==> src/utf8_stream_decoder_top_defines.svh <==
// Assertion macros for the UTF-8 stream decoder.
// Used by utf8_stream_decoder_top; no other dependencies.
`ifndef UTF8_STREAM_DECODER_TOP_DEFINES_SVH
`define UTF8_STREAM_DECODER_TOP_DEFINES_SVH
`ifndef SYNTHESIS
// clocked check, off while reset is asserted
`define U8DEC_ASSERT(lbl, prop, msg) \
  lbl: assert property (@(posedge clk) disable iff (!rst_n) prop) else $error(msg);
// clocked check that also holds during reset
`define U8DEC_ASSERT_ALWAYS(lbl, prop, msg) \
  lbl: assert property (@(posedge clk) prop) else $error(msg);
`else
`define U8DEC_ASSERT(lbl, prop, msg)
`define U8DEC_ASSERT_ALWAYS(lbl, prop, msg)
`endif
`endif

==> src/u8dec_pkg.sv <==
// Types, error codes and constants of the UTF-8 stream decoder.
// No dependencies; imported by utf8_stream_decoder_top.
package u8dec_pkg;

  localparam int CP_W = 21;

  // error bits of one decoded point
  localparam logic [3:0] ERR_NONE   = 4'b0000;
  localparam logic [3:0] ERR_STRAY  = 4'b0001;
  localparam logic [3:0] ERR_FOLLOW = 4'b0010;
  localparam logic [3:0] ERR_LEAD   = 4'b0100;
  localparam logic [3:0] ERR_LONG   = 4'b1000;

  // lead lengths
  localparam logic [2:0] LEN_NONE = 3'd0;
  localparam logic [2:0] LEN_TWO  = 3'd2;
  localparam logic [2:0] LEN_THREE = 3'd3;
  localparam logic [2:0] LEN_FOUR = 3'd4;

  localparam logic [CP_W-1:0] REPL_RESET = 21'h00FFFD;

  typedef struct packed {
    logic [7:0] data_byte;
    logic       end_of_input;
  } in_word_t;

  typedef struct packed {
    logic [CP_W-1:0] code_point;
    logic            point_valid;
    logic [3:0]      point_errors;
    logic [3:0]      string_errors;
    logic [15:0]     point_count;
    logic            end_of_string;
  } out_word_t;

  // smallest value that is not overlong for a lead length
  function automatic logic [CP_W-1:0] min_value(input logic [2:0] len);
    logic [CP_W-1:0] v;
    case (len)
      LEN_TWO:   v = 21'h000080;
      LEN_THREE: v = 21'h000800;
      LEN_FOUR:  v = 21'h010000;
      default:   v = '0;
    endcase
    return v;
  endfunction

  function automatic out_word_t mk_word(input logic [CP_W-1:0] cp, input logic valid,
                                        input logic [3:0] err, input logic [3:0] sticky,
                                        input logic [15:0] count, input logic last);
    out_word_t w;
    w.code_point    = cp;
    w.point_valid   = valid;
    w.point_errors  = err;
    w.string_errors = sticky;
    w.point_count   = count;
    w.end_of_string = last;
    return w;
  endfunction

endpackage

==> src/utf8_stream_decoder_top.sv <==
// UTF-8 stream decoder, top level.
// Depends on u8dec_pkg and utf8_stream_decoder_top_defines.svh.
//
// Usage:
//   in_*  : one byte of a UTF-8 string per word (data_byte, end_of_input).
//           A zero byte or end_of_input closes the string.
//   out_* : decoded code points, one per word, with per-point and per-string
//           error bits, a running point count and an end-of-string mark.
//   cfg_* : writes the replacement code point used for malformed input.
//   A byte is decoded in the cycle it is accepted and its zero, one or two
//   result words are written to a four-entry output queue; the first result
//   is shown on out_* once the words queued ahead of it have been taken.
//   Throughput: one byte per cycle while in_ready is high; a byte that breaks a
//   pending sequence makes two words, or one if it is a lead byte without end_of_input.
//   in_ready is high while the queue has room for two words, so a stalled
//   receiver holds at most four results before the input side stops.
//   Reset (rst_n low, synchronous) empties the queue, drops any partial
//   sequence, clears the string errors and count, and restores the
//   replacement point to U+FFFD. cfg_ready is always high.
module utf8_stream_decoder_top
  import u8dec_pkg::*;
#(
  parameter int COUNT_WIDTH = 16
) (
  input  logic            clk,
  input  logic            rst_n,
  input  logic            in_valid,
  output logic            in_ready,
  input  in_word_t        in_word,
  output logic            out_valid,
  input  logic            out_ready,
  output out_word_t       out_word,
  input  logic            cfg_valid,
  output logic            cfg_ready,
  input  logic [CP_W-1:0] cfg_data
);

`include "utf8_stream_decoder_top_defines.svh"

  // decoder state
  logic [CP_W-1:0]        repl_r;
  logic [CP_W-1:0]        acc_r, acc_nxt;
  logic [2:0]             lead_r, lead_nxt;
  logic [1:0]             pend_r, pend_nxt;
  logic [3:0]             sticky_r, sticky_nxt;
  logic [COUNT_WIDTH-1:0] cnt_r, cnt_nxt;

  // output queue
  out_word_t              fifo_r [4];
  logic [1:0]             wr_ptr_r, rd_ptr_r;
  logic [2:0]             fcnt_r;

  logic                   in_acc, out_pop;
  out_word_t              res0, res1;
  logic [1:0]             nres;

  assign cfg_ready = 1'b1;
  assign in_ready  = (fcnt_r <= 3'd2);
  assign in_acc    = in_valid && in_ready;
  assign out_valid = (fcnt_r != 3'd0);
  assign out_pop   = out_valid && out_ready;
  assign out_word  = fifo_r[rd_ptr_r];

  // decode one byte against the pending sequence
  always_comb begin
    logic [7:0]             b;
    logic                   e;
    logic [CP_W-1:0]        thr_old, thr_new, acc_shift, v, acc_new;
    logic [3:0]             brk_err, err;
    logic [3:0]             st_w;
    logic [COUNT_WIDTH-1:0] cnt_w;
    logic [2:0]             lead_new;
    logic                   clear_str, have_dec;
    out_word_t              dec;

    b         = in_word.data_byte;
    e         = in_word.end_of_input;
    thr_old   = min_value(lead_r);
    brk_err   = ERR_FOLLOW | ((repl_r < thr_old) ? ERR_LONG : ERR_NONE);
    acc_shift = {acc_r[CP_W-7:0], b[5:0]};
    thr_new   = '0;
    v         = '0;
    err       = ERR_NONE;
    acc_new   = '0;
    lead_new  = LEN_NONE;
    st_w      = sticky_r;
    cnt_w     = cnt_r;
    clear_str = 1'b0;
    have_dec  = 1'b0;
    dec       = '0;
    res0      = '0;
    res1      = '0;
    nres      = 2'd0;
    acc_nxt   = acc_r;
    lead_nxt  = lead_r;
    pend_nxt  = pend_r;

    if (b == 8'h00) begin
      // terminator: flush a pending sequence, else an end-only word
      nres      = 2'd1;
      clear_str = 1'b1;
      if (pend_r != 2'd0) begin
        st_w  = st_w | brk_err;
        cnt_w = (cnt_w == '1) ? cnt_w : cnt_w + 1'b1;
        res0  = mk_word(repl_r, 1'b1, brk_err, st_w, 16'(cnt_w), 1'b1);
      end else begin
        res0  = mk_word('0, 1'b0, ERR_NONE, st_w, 16'(cnt_w), 1'b1);
      end
    end else if (pend_r != 2'd0 && b[7:6] == 2'b10) begin
      // continuation byte of a pending sequence
      clear_str = e;
      if (pend_r == 2'd1) begin
        err      = (acc_shift < thr_old) ? ERR_LONG : ERR_NONE;
        v        = (acc_shift < thr_old) ? repl_r : acc_shift;
        st_w     = st_w | err;
        cnt_w    = (cnt_w == '1) ? cnt_w : cnt_w + 1'b1;
        res0     = mk_word(v, 1'b1, err, st_w, 16'(cnt_w), e);
        nres     = 2'd1;
        acc_nxt  = '0;
        lead_nxt = LEN_NONE;
        pend_nxt = 2'd0;
      end else begin
        acc_nxt  = acc_shift;
        pend_nxt = pend_r - 2'd1;
        if (e) begin
          st_w  = st_w | brk_err;
          cnt_w = (cnt_w == '1) ? cnt_w : cnt_w + 1'b1;
          res0  = mk_word(repl_r, 1'b1, brk_err, st_w, 16'(cnt_w), 1'b1);
          nres  = 2'd1;
        end
      end
    end else begin
      clear_str = e;
      // a non-continuation byte breaks the pending sequence
      if (pend_r != 2'd0) begin
        st_w     = st_w | brk_err;
        cnt_w    = (cnt_w == '1) ? cnt_w : cnt_w + 1'b1;
        res0     = mk_word(repl_r, 1'b1, brk_err, st_w, 16'(cnt_w), 1'b0);
        nres     = 2'd1;
        acc_nxt  = '0;
        lead_nxt = LEN_NONE;
        pend_nxt = 2'd0;
      end
      // decode the byte from scratch
      if (b[7] == 1'b0) begin
        st_w     = st_w;
        cnt_w    = (cnt_w == '1) ? cnt_w : cnt_w + 1'b1;
        dec      = mk_word(CP_W'(b), 1'b1, ERR_NONE, st_w, 16'(cnt_w), e);
        have_dec = 1'b1;
      end else if (b[7:6] == 2'b10) begin
        st_w     = st_w | ERR_STRAY;
        cnt_w    = (cnt_w == '1) ? cnt_w : cnt_w + 1'b1;
        dec      = mk_word(repl_r, 1'b1, ERR_STRAY, st_w, 16'(cnt_w), e);
        have_dec = 1'b1;
      end else if (b[7:3] == 5'b11111) begin
        st_w     = st_w | ERR_LEAD;
        cnt_w    = (cnt_w == '1) ? cnt_w : cnt_w + 1'b1;
        dec      = mk_word(repl_r, 1'b1, ERR_LEAD, st_w, 16'(cnt_w), e);
        have_dec = 1'b1;
      end else begin
        // lead byte opens a sequence
        if (b[7:5] == 3'b110) begin
          lead_new = LEN_TWO;
          acc_new  = CP_W'(b[4:0]);
        end else if (b[7:4] == 4'b1110) begin
          lead_new = LEN_THREE;
          acc_new  = CP_W'(b[3:0]);
        end else begin
          lead_new = LEN_FOUR;
          acc_new  = CP_W'(b[2:0]);
        end
        acc_nxt  = acc_new;
        lead_nxt = lead_new;
        pend_nxt = 2'(lead_new - 3'd1);
        if (e) begin
          thr_new  = min_value(lead_new);
          err      = ERR_FOLLOW | ((repl_r < thr_new) ? ERR_LONG : ERR_NONE);
          st_w     = st_w | err;
          cnt_w    = (cnt_w == '1) ? cnt_w : cnt_w + 1'b1;
          dec      = mk_word(repl_r, 1'b1, err, st_w, 16'(cnt_w), 1'b1);
          have_dec = 1'b1;
        end
      end
      if (have_dec) begin
        if (nres == 2'd0) begin
          res0 = dec;
        end else begin
          res1 = dec;
        end
        nres = nres + 2'd1;
      end
    end

    sticky_nxt = st_w;
    cnt_nxt    = cnt_w;
    // end of string clears the pending sequence, the string errors and the count
    if (clear_str) begin
      acc_nxt    = '0;
      lead_nxt   = LEN_NONE;
      pend_nxt   = 2'd0;
      sticky_nxt = ERR_NONE;
      cnt_nxt    = '0;
    end
  end

  // control and decoder state
  always_ff @(posedge clk) begin
    if (!rst_n) begin
      repl_r   <= REPL_RESET;
      acc_r    <= '0;
      lead_r   <= LEN_NONE;
      pend_r   <= 2'd0;
      sticky_r <= ERR_NONE;
      cnt_r    <= '0;
      wr_ptr_r <= 2'd0;
      rd_ptr_r <= 2'd0;
      fcnt_r   <= 3'd0;
    end else begin
      if (cfg_valid && cfg_ready) begin
        repl_r <= cfg_data;
      end
      if (in_acc) begin
        acc_r    <= acc_nxt;
        lead_r   <= lead_nxt;
        pend_r   <= pend_nxt;
        sticky_r <= sticky_nxt;
        cnt_r    <= cnt_nxt;
        wr_ptr_r <= wr_ptr_r + nres;
      end
      if (out_pop) begin
        rd_ptr_r <= rd_ptr_r + 2'd1;
      end
      fcnt_r <= fcnt_r + (in_acc ? 3'(nres) : 3'd0) - (out_pop ? 3'd1 : 3'd0);
    end
  end

  // queue payload
  always_ff @(posedge clk) begin
    if (in_acc) begin
      if (nres != 2'd0) begin
        fifo_r[wr_ptr_r] <= res0;
      end
      if (nres == 2'd2) begin
        fifo_r[wr_ptr_r + 2'd1] <= res1;
      end
    end
  end

  `U8DEC_ASSERT_ALWAYS(a_fifo_bound, (!rst_n || fcnt_r <= 3'd4), "output queue overflow")
  `U8DEC_ASSERT(a_pend_lead, (pend_r != 2'd0) |-> (lead_r >= LEN_TWO && 3'(pend_r) < lead_r), "pending count does not fit lead length")
  `U8DEC_ASSERT(a_zero_clears, (in_acc && in_word.data_byte == 8'h00) |=> (pend_r == 2'd0 && sticky_r == ERR_NONE && cnt_r == '0), "terminator did not clear string state")
  `U8DEC_ASSERT(a_push_room, in_acc |-> (fcnt_r + 3'(nres) <= 3'd4 + (out_pop ? 3'd1 : 3'd0)), "result push without queue room")

endmodule
==> config.mk <==
export PLATFORM = sky130hd
export DESIGN_NAME = utf8_stream_decoder_top
export DESIGN_NICKNAME = d
export VERILOG_FILES = /design/src/u8dec_pkg.sv /design/src/utf8_stream_decoder_top.sv
export VERILOG_INCLUDE_DIRS = /design/src /design/src/src
export SDC_FILE = /design/constraint.sdc
export NUM_CORES = 1
export LEC_CHECK = 0
export BUFFER_PORTS_ARGS = -buffer_cell sky130_fd_sc_hd__buf_2
export CAP_MARGIN = 20
export CORE_MARGIN = 2
export CORE_UTILIZATION = 50
export CTS_CLUSTER_DIAMETER = 100
export DETAILED_ROUTE_END_ITERATION = 10
export PLACE_DENSITY = 0.77
export SYNTH_ARGS = -nofsm -noshare
export SYNTH_HDL_FRONTEND = slang
export SYNTH_SLANG_ARGS = --single-unit
==> constraint.sdc <==
create_clock -name clk -period 9.05 [get_ports clk]
set_clock_uncertainty 0.2 [all_clocks]
set_input_delay 0.905 -clock clk [delete_from_list [all_inputs] [get_ports clk]]
set_output_delay 0.905 -clock clk [all_outputs]
set_load 0.02 [all_outputs]
Word level (Yosys, flattened, before mapping)
Memories as Yosys holds them, arrays and structs flattened. A register that Yosys moved wholly into a read port is not among the register bits.
Index checks and enable logic that the tools add are counted.
{"block": "word_totals", "elab_cells": 167, "register_bits": 74, "inputBits": 35, "mem_bits_rw": 188, "memories": 1, "out_inout_bits": 50}
{"memory": "fifo_r", "depth": 4, "width": 47, "read_ports": 1, "rd_ports_with_merged_regs": 1, "wr": 2, "line": "utf8_stream_decoder_top.sv:49", "rtl": "out_word_t fifo_r [4];"}
{"block": "classes", "bitwise": 3, "n_eq_ne": 17, "addsub": 10, "order_cmp": 4, "n_mux": 112, "n_reduce_logical": 11}
{"operator": "47-bit 2-to-1 mux", "count": 16}
{"operator": "21-bit 2-to-1 mux", "count": 15}
{"operator": "16-bit 2-to-1 mux", "count": 14}
{"operator": "17-bit one-hot mux with 3 select lines", "count": 2}
{"operator": "4-bit 2-to-1 mux", "count": 16}
{"operator": "21-bit < comparator", "count": 3}
{"operator": "3-bit 2-to-1 mux", "count": 15}
{"operator": "16-bit by 1-bit adder with 16-bit output (second input constant)", "count": 2}
{"operator": "16-bit equality test (second input constant)", "count": 2}
{"operator": "2-bit 2-to-1 mux", "count": 16}
{"operator": "1-bit 2-to-1 mux", "count": 17}
{"operator": "3-bit by 2-bit equality test with 1-bit output (second input constant)", "count": 4}
{"operator": "4-bit OR", "count": 3}
{"operator": "3-bit equality test (second input constant)", "count": 3}
{"operator": "8-bit zero test", "count": 1}
{"operator": "2-bit by 1-bit adder with 2-bit output (second input constant)", "count": 3}
{"operator": "5-bit equality test (second input constant)", "count": 1}
{"operator": "5-bit 2-to-1 mux", "count": 1}
{"operator": "5-bit by 3-bit != test with 1-bit output (second input constant)", "count": 1}
{"operator": "2-bit equality test (second input constant)", "count": 2}
{"operator": "4-bit equality test (second input constant)", "count": 1}
{"operator": "2-bit AND reduction", "count": 2}
{"operator": "2-bit nonzero test", "count": 2}
{"operator": "2-bit by 1-bit subtractor with 2-bit output (second input constant)", "count": 2}
{"operator": "11 further kinds", "count": 13}

Depth between registers and ports, before layout
{"block": "depth", "depth_word": 27, "mapped_depth": 18, "depth_no_buf": 15}

Least setup slack after synthesis
Ideal clock, no wire load.
{"block": "synth_timing", "path_kind": "input port to flip-flop", "startpoint": "input in_word[6] (netlist name)", "endpoint": "memory fifo_r[0][0] (netlist name) (enable)", "setup_time_ps": 521, "arrival_time_ps": 6404, "setup_slack_ps": 1924, "cell_stages": 12, "cell_sequence": "clkbuf_1 > and3_1 > clkbuf_1 > or3_1 > clkbuf_1 > clkbuf_1 > ha_1 > a21oi_1 > nand2_1 > nand2_1 > and2_1 > o31ai_1"}
{"item": "start: declaration", "line": "utf8_stream_decoder_top.sv:29", "rtl": "input in_word_t in_word,"}
{"item": "end: declaration", "line": "utf8_stream_decoder_top.sv:49"}

==> impl.org <==
** Synth
- Synthesis Warnings :: 0
- The synthesized netlist devotes 1.54% of its cell area to adder and majority cells.
- The average instance in the mapped netlist occupies 10.2 µm².
- Post-synthesis mux area share :: 12.2%
- Post-Synthesis Cells :: 1487
- Summed over its instances, the top area cell type makes up 37.3% of the synthesized netlist area.
- #FFs+latches synth :: 258
- Of the synthesized area, sequential elements account for 46.6%.
- After synthesis, the netlist uses 93 different library cells.
- In the synthesized netlist the async set-or-reset flop fraction comes to 0%.
- Number of enable-type register cells in the synthesized netlist :: 188
- Synthesis produced a netlist with a net count of 1540.
- Main combinational cell family by area after synthesis :: compound AO/OA/AOI/OAI gates
- Summing the areas of all compound-gate instances in the mapped netlist gives 18.5% of the synthesized area.
- The mapped netlist covers 15100 µm².
- In the synthesized netlist the dominant register cell turns out to be edfxtp_1.
- edfxtp_1 takes more of the synthesized area than any other cell.
- Area fraction in and, or, nand and nor cells after synthesis :: 15.9%
- Parity-gate share of the synthesized area counting xor and xnor cells :: 1.51%
- Ranking of synthesized cells by area :: edfxtp_1, dfxtp_1, mux4_2

** Die
- In this run the standard cell core region covers 29700 µm².
- Once the floorplan was initialized, standard cells occupied 50.9% of the core.
- Height of the chip :: 178 µm
- The floorplan step defined a die boundary enclosing 31700 µm².
- I/O pin count :: 85
- Floorplan die width :: 178 µm
- The initialized floorplan defines 63 standard-cell rows.

** Clocking
- Root Buffer :: clkbuf_16
- In this run, CTS created clock tree buffers numbering 27.
- After clock tree synthesis, the clock-pin slew on the worst setup and hold paths is 0.07 ns.
- Buffers added to address setup during post-CTS repair amount to 0.
- In this run the number of H-tree levels came out at 1.
- CTS Hold Buffers Added :: 0
- CTS saw 258 sinks.
- Buffers from clock root to sink, at most :: 3
- The later pin in the worst-skew pair is clocked with a latency of 0.56 ns.
- After clock tree synthesis, the repair step resized 0 gates.
- CTS tree :: done

** STA
- Number of failing hold endpoints at the final stage :: 0
- Post-layout min period :: 5.20 ns
- TNS Setup :: 0 ns
- In this run the tightest slew margin relative to its limit is 28.3%.
- Worst-margin pin slew :: 1.05 ns
- The final critical path takes up 57.5% of the cycle.
- Setup repair after global routing left no endpoint under its margin.
- Setup violators final :: 0
- Final max-slew violation count :: 0
- Based on the critical path, the design can be clocked at up to 0.192 GHz.

** Job
- Max-cap violations in this run came to 0.

** Worst setup path
- Launch point of the worst reg-to-reg path :: cnt_r[0]
- Worst r2r dst :: fifo_r[1][5]
- The number of cells on the worst reg-to-reg path is 10.
- Startpoint kind of the worst setup timing path :: flip-flop
- STA puts the critical path data required time at 9.14 ns.
- The worst setup path is of the flip-flop to flip-flop kind.
- Data on the critical path arrives at its endpoint at 5.29 ns.
- Crit Path Max Fanout :: 16
- Type of destination of the critical path :: flip-flop
- Worst setup endpoint :: fifo_r[1][5]
- Launching element of the worst setup path :: cnt_r[0]
- The worst register-to-register path has a setup slack of 3.85 ns.

** Finish
- Number of nets in the final layout :: 1557
- The library cell used most frequently in the layout, excluding fill and tap cells, is nand2_1.
- The finished layout holds 1916 standard cells, fillers aside.
- In the final layout, the share of cells above drive strength 1 is 17.8%.
- Post-route cell area :: 16700 µm²
- In the layout the commonest cells are nand2_1, edfxtp_1, nor2_1.
- Compared with the post-synthesis result, the final layout area differs by 10.7%.

** Hold path
- The worst hold path begins at sticky_r[1].
- The min-delay analysis places its worst path in the category flip-flop to flip-flop.
- The worst hold path passes through 2 cells.

** Detailed routing
- Starting DRC count in detailed routing :: 1526
- In this run the remaining antenna-violating nets after routing total 0.
- Final routed wirelength across all metal layers :: 44600 µm
- Dividing the detail-routed via count by the number of cells gives 6.56.
- For this run, design rule violations remaining after detail routing come to 0.
- Routed via count :: 12600
- WL per Instance :: 23.3 µm
- The first TritonRoute pass finished after 7 iterations.

** Global routing
- Wire length of the first global-routing pass :: 68700 µm
- Via count of the first global-routing pass :: 11900
- Global Route Usage Sum :: 28.1%
- After global routing the overflow that remains totals 0.
- Maximum number of pins on one net before global-route repair :: 59
- The initial antenna violation count was 2.

** Outcome
- The flow ran to the end, and the final reports show no timing, DRC or antenna violations.

** Placement
- Number of input and output port buffers inserted :: 83
- Including well taps, the total number of placed cells is 1862.
- Half-perimeter wire length after detailed placement :: 29500 µm
- Placer congestion estimate :: 0.975
- Summing all placed instances gives a cell area of 15800 µm².

** Power and ir drop
- Total leakage power :: 6.10 nW
- Power per standard cell area :: 217 nW/µm²
- Across the VDD grid, the largest voltage drop is 125 µV.
worst min-delay path by stage:
stage	end	slack, ns
6_report	sticky_r[1]	0.31
5_1_grt	sticky_r[0]	0.35
4_1_cts	sticky_r[1]	0.30
3_5_place_dp	sticky_r[1]	0.28
3_3_place_gp	sticky_r[2]	0.28
2_1_floorplan	sticky_r[1]	0.25
sequential cells by signal (all words and copies together) (netlist names), named ones only:
| register | flops |
|---|---|
| pend_r | 2 |
| rd_ptr_r | 2 |
| fcnt_r | 3 |
| cnt_r | 16 |
| acc_r | 15 |
| sticky_r | 4 |
| lead_r | 3 |
| fifo_r | 188 |
| repl_r | 21 |
| wr_ptr_r | 2 |
through the flow:
step	hold WS [ns]	total power, mW	worst slack (ns)	utilization (%)
final	0.306	3.63	3.85	56.4
after CTS	0.299	3.63	4.06	56.2
after global routing	0.348	3.77	3.58	56.4
after global placement	0.276	2.50	3.64	53.2
after floorplan	0.254	2.20	1.92	-
after detailed placement	0.284	2.52	3.56	53.2
critical path, cell delays in order, from the launching register on:
cell and delay [ns]:
dfxtp_1 0.65, ha_1 0.42, nand3_1 0.30, nor4_1 0.32
mux2_2 0.48, nor3_1 0.53, nor4b_4 0.90, nand3_2 0.33
nand3_1 0.22, a31oi_1 0.14, o311ai_0 0.46
layout make-up:
class | instances | area, µm²
Fill cell | 2480 | 13000
Multi-Input combinational cell | 1090 | 7620
Sequential cell | 258 | 7050
Clock buffer | 33 | 738
Timing Repair Buffer | 110 | 626
Tap cell | 390 | 488
Clock inverter | 16 | 155
Inverter | 17 | 63.8
Antenna cell | 2 | 5.00
kinds of logic after synthesis:
| kind of cell | Yosys count |
|---|---|
| xor+xnor | 26 |
| compound gates | 426 |
| buf+inv | 139 |
| flops | 258 |
| other cells | 1 |
| mux | 124 |
| fa+ha+maj | 18 |
| simple gates | 495 |
routing by layer:
metal | wire, µm | track usage, % | up-vias
met5 | 0 | 0 | -
met4 | 1070 | 7.92 | 0
met3 | 4640 | 5.14 | 100
met2 | 20400 | 42.9 | 793
met1 | 18500 | 40.9 | 6017
li1 | - | - | 5657
report_power, final:
part	internal [mW]	total, mW	switching (mW)
Sequential	1.44	1.50	0.0593
Combinational	0.382	0.998	0.616
Clock	0.662	1.13	0.472
Total	2.48	3.63	1.15
Yosys cell counts, types with 11 or more instances:
master,n
o21ai_0,111
a21oi_1,111
a22o_1,42
mux2_2,12
ha_1,17
a31oi_1,22
buf_2,13
and2_1,17
nor2b_1,31
nor2_1,122
xnor2_1,12
nand2_1,199
a22oi_1,21
mux2i_1,65
nand4_1,13
mux4_2,47
xor2_1,14
buf_1,14
edfxtp_1,188
o22ai_1,15
nor3_1,17
clkbuf_1,89
and3_1,11
nand3_1,23
dfxtp_1,70
inv_1,16
(Power assumes the default switching activity.)
